===== config.mk =====
export PLATFORM = sky130hd
export DESIGN_NAME = mssf_ram
export DESIGN_NICKNAME = d
export VERILOG_FILES = /design/src/design/mssf_ram.sv
export SDC_FILE = /design/constraint.sdc
export NUM_CORES = 2
export LEC_CHECK = 0
export ABC_AREA = 1
export BUFFER_PORTS_ARGS = -buffer_cell sky130_fd_sc_hd__buf_2
export CORE_UTILIZATION = 45
export CTS_CLUSTER_SIZE = 10
export DETAILED_ROUTE_END_ITERATION = 8
export MAX_ROUTING_LAYER = met4
export PLACE_DENSITY = 0.69
export SYNTH_ARGS = -nofsm -noshare
export SYNTH_HDL_FRONTEND = slang
export SYNTH_SLANG_ARGS = --single-unit

===== constraint.sdc =====
create_clock -name i_clk -period 2.9 [get_ports i_clk]
set_clock_uncertainty 0.2 [all_clocks]
set_input_delay 0.58 -clock i_clk [delete_from_list [all_inputs] [get_ports i_clk]]
set_output_delay 0.58 -clock i_clk [all_outputs]
set_load 0.005 [all_outputs]

===== src/design/mssf_ram.sv =====
module mssf_ram #(
    parameter int Width = 8,
    parameter int Depth = 256
) (
    input  logic                                     i_clk,
    input  logic                                     i_we,
    input  logic [(Depth > 1 ? $clog2(Depth) : 1)-1:0] i_waddr,
    input  logic [Width-1:0]                         i_wdata,
    input  logic [(Depth > 1 ? $clog2(Depth) : 1)-1:0] i_raddr,
    output logic [Width-1:0]                         o_rdata
);
    logic [Width-1:0] r_mem [Depth];

    always_ff @(posedge i_clk) begin
        if (i_we) begin
            r_mem[i_waddr] <= i_wdata;
        end
        o_rdata <= r_mem[i_raddr];
    end
endmodule


==> flow_summary_export.csv <==
group,metric,value,unit
worst_setup_path,cp_common_cell,"nand3_1",
grt,grt_overflow_total,0,
worst_setup_path,path_delay_family,"simple AND/OR/NAND/NOR gates",
layout,multiInputGateArea,19100,um^2
grt,grt_util_all_layers,25.3,%
power_and_ir_drop,vdd_drop_max,0.000549,V
synthesis,avgSynthCellArea,11.9,um^2
worst_setup_path,cp_slowest_cell,"buf_4",
outcome,violations,"design-rule violations",
synthesis,syn_area,83400,um^2
synthesis,synth_top_cell_area_share,73.7,%
timing,setup_violations,0,
worst_setup_path,r2r-start,"r_mem[187][0]$_DFFE_PP_",
worst_setup_path,worstPathCellList,"buf_8 > inv_8 > buf_12 > buf_4 > buf_4 > nand3_1 > nand3_1 > nand3_1 > nand3_1 > nand3_1 > nand3_1 > nand2_1 > nand2_1 > nand2_1",
flow_run,maxCapViolCount,0,
synthesis,yosys.area_share.xor_xnor,0,%
synthesis,yosys-top-cells-area,"edfxtp_1 (74%), nand3_1 (12%), nand2_1 (9.6%), buf_2 (1.6%), nor2_1 (1.3%)",
worst_setup_path,cp.depth,14,
layout,fin_nets,7392,
timing,final_max_slew_viol_count,0,
worst_setup_path,critical_path_arrival,3080,ps
worst_setup_path,cp-endpoint,"o_rdata[3]$_DFF_P_",
routing,routed-wl-met3,22.5,mm
clock_network,htreeDepth,4,
routing,dr.pass1.iters,8,
grt,grt_pass1_vias,54735,
routing,wl_per_cell,23.3,um
synthesis,yosys.area.top_type,"edfxtp_1",
worst_setup_path,critPathLaunch,"i_raddr[1]",
routing,wl_met2,110,mm
clock_network,numCtsBuffers,226,
synthesis,ys_seq_elements,2056,
routing,ant_nets,0,
routing,m1WireLength,88.4,mm
synthesis,yosys.area_share.adder,0,%
floorplanning,die_y,432,um
layout,final_cell_area,96600,um^2
grt,antenna_found_initial,8,
worst_setup_path,crit_type,"in2reg",
clock_network,clock_path_buffers,3,
routing,vias_per_cell,5.73,
synthesis,syn_nets,7029,
timing,timing.slew.headroom,21.9,%
layout,nFillCells,15098,
power_and_ir_drop,p_per_area,645,nW/um^2
clock_network,clk_pin_slew,50,ps
placed_design,hpwlAfterDp,141,mm
floorplanning,num_rows,157,
synthesis,yosys_warnings,0,
clock_network,root_buffer,"clkbuf_16",
floorplanning,ios,34,
grt,grt_pass1_wl,345,mm
worst_setup_path,endpoint_kind,"flip-flop",
routing,num_vias,56882,
timing,tns,0,ps
routing,topRoutingLayerUsed,"met4",
floorplanning,core_area,184000,um^2
worst_setup_path,cp.buffers_inverters,5,
timing,tightest_slew,1170,ps
synthesis,synth_top_family_by_area,"simple AND/OR/NAND/NOR gates",
clock_network,cts.repair.resized,0,
worst_setup_path,reg2reg_depth,10,
routing,drtIter0Drc,7498,
layout,fin_util,52.6,%
synthesis,muxShareOfSynthArea,0,%
synthesis,synth-simple-area-share,22.9,%
min_path,hold_class,"in2reg",
synthesis,synth_compound_area_share,0,%
floorplanning,die_area,187000,um^2
worst_setup_path,crit_path_max_fanout,34,
synthesis,synthCells,7003,
worst_setup_path,slowest_delay,300,ps
layout,seq_area,61700,um^2
clock_network,cts_tree,"yes",
worst_setup_path,reg2reg_to,"o_rdata[0]$_DFF_P_",
timing,period_needed,2500,ps
worst_setup_path,cp.required,3480,ps
floorplanning,die_w,432,um
floorplanning,start_util,45.4,%
grt,grt_start_max_net_pins,95,
placed_design,port_buffers,33,
power_and_ir_drop,power.leakage,0.0343,uW
worst_setup_path,startpoint_type,"input port",
timing,finalHoldViolCount,0,
worst_setup_path,ff2ff_setup_slack,670,ps
synthesis,seq_area_frac_synth,73.9,%
routing,wl,231,mm
layout,drive_gt1_share,11.5,%
timing,fmax,400,MHz
layout,area_growth,15.8,%
routing,drcViolationCount,2,
outcome,status,"finished, violations left",
timing,worst_hold_slack,206,ps
clock_network,clk-insertion-delay-late,910,ps
timing,rsz0062_at_grt,"false",
clock_network,cts_sinks,2056,
synthesis,synth_cell_types,14,
timing,layout_worst_path_cycle_share,86.2,%
placed_design,placed_area,90100,um^2
placed_design,place.gp.congestion,0.932,
-- timing repair --
| item | CTS | global route |
|---|---|---|
| hold buffers | 9 | 0 |
| setup endpoints to repair | 0 | 0 |
| endpoints found under the hold margin | 267 | 0 |
| buffers inserted | 0 | 0 |
-- per-layer routing --
layer  up-vias  track usage (%)
met5         -                -
li1      25493                -
met2      3131             39.4
met3       549             4.53
met1     27709             32.4
met4         0             11.5
-- cells in the mapped netlist --
library cell  number
clkbuf_1         112
dfxtp_1            8
buf_2            268
nand3_1         2019
buf_6             16
buf_8              1
nand2_1         2123
inv_1             36
inv_4              1
nor2_1           283
inv_2              2
edfxtp_1        2048
buf_4             46
buf_1             40
-- worst reg2reg max path, stage by stage, from the launching register on --
cell and delay, ps:
edfxtp_1 360, nand2_1 70, nand3_1 130, nand3_1 110
nand3_1 120, nand3_1 220, nand3_1 300, nand3_1 380
nand2_1 90, nand2_1 80, nand2_1 60
-- kinds of logic (layout without fill, tap and decap cells) --
family / after synthesis / count (layout)
simple gates: 4425 / 4425
flops: 2056 / 2056
buf+inv: 522 / 975
other cells: 0 / 7
-- cell type report --
type,instances,share of cell area (%)
clock buffers,298,6.17
inverters,39,0.186
diodes,7,0.0181
flip-flops and latches,2056,63.8
clock inverters,20,0.426
well taps,2464,3.19
multi-input cells,4425,19.8
repair buffers,618,6.38
-- sequential cells by signal, indices dropped and copies added (netlist names) --
name and count:
r_mem 2048, o_rdata 8
-- layout by cell type (no fill, tap or decap), types with 3 or more instances in the layout --
| cell | instances |
|---|---|
| dfxtp_1 | 8 |
| clkinv_16 | 11 |
| buf_8 | 11 |
| buf_2 | 21 |
| buf_12 | 118 |
| buf_4 | 459 |
| inv_1 | 34 |
| nand3_1 | 2019 |
| clkbuf_16 | 227 |
| nand2_1 | 2123 |
| diode_2 | 7 |
| clkinv_2 | 3 |
| dlygate4sd3_1 | 9 |
| edfxtp_1 | 2048 |
| nor2_1 | 283 |
| clkbuf_1 | 70 |
-- worst min-delay path by stage --
stage | start | end | slack [ps] | cells past startpoint
final | i_raddr[6] | o_rdata[6]$_DFF_P_ | 210 | 6
after detailed placement | r_mem[28][4]$_DFFE_PP_ | o_rdata[4]$_DFF_P_ | 750 | 10
after global routing | i_raddr[6] | o_rdata[6]$_DFF_P_ | 190 | 6
after CTS | i_raddr[6] | o_rdata[3]$_DFF_P_ | 150 | 6
after floorplan | i_wdata[0] | r_mem[0][0]$_DFFE_PP_ | 480 | 0
after global placement | r_mem[90][3]$_DFFE_PP_ | o_rdata[3]$_DFF_P_ | 780 | 10
-- power by group --
group          leakage, uW  internal (uW)  total [uW]  switching [uW]
logic               0.0128           1180        4090            2910
clock network      0.00306          14200       25400           11200
registers           0.0185          32800       32800            56.5
-- per-stage QoR --
stage                     power (uW)  std cells  setup slack (ps)
final                          62300       9927               400
after global routing           63900       9925               369
after CTS                      62500       9920               367
after detailed placement       37400       9593              -424
after global placement         37400       9593              -432
after floorplan                35400       7003               629
No activity file was read; power rests on OpenSTA's default activity.
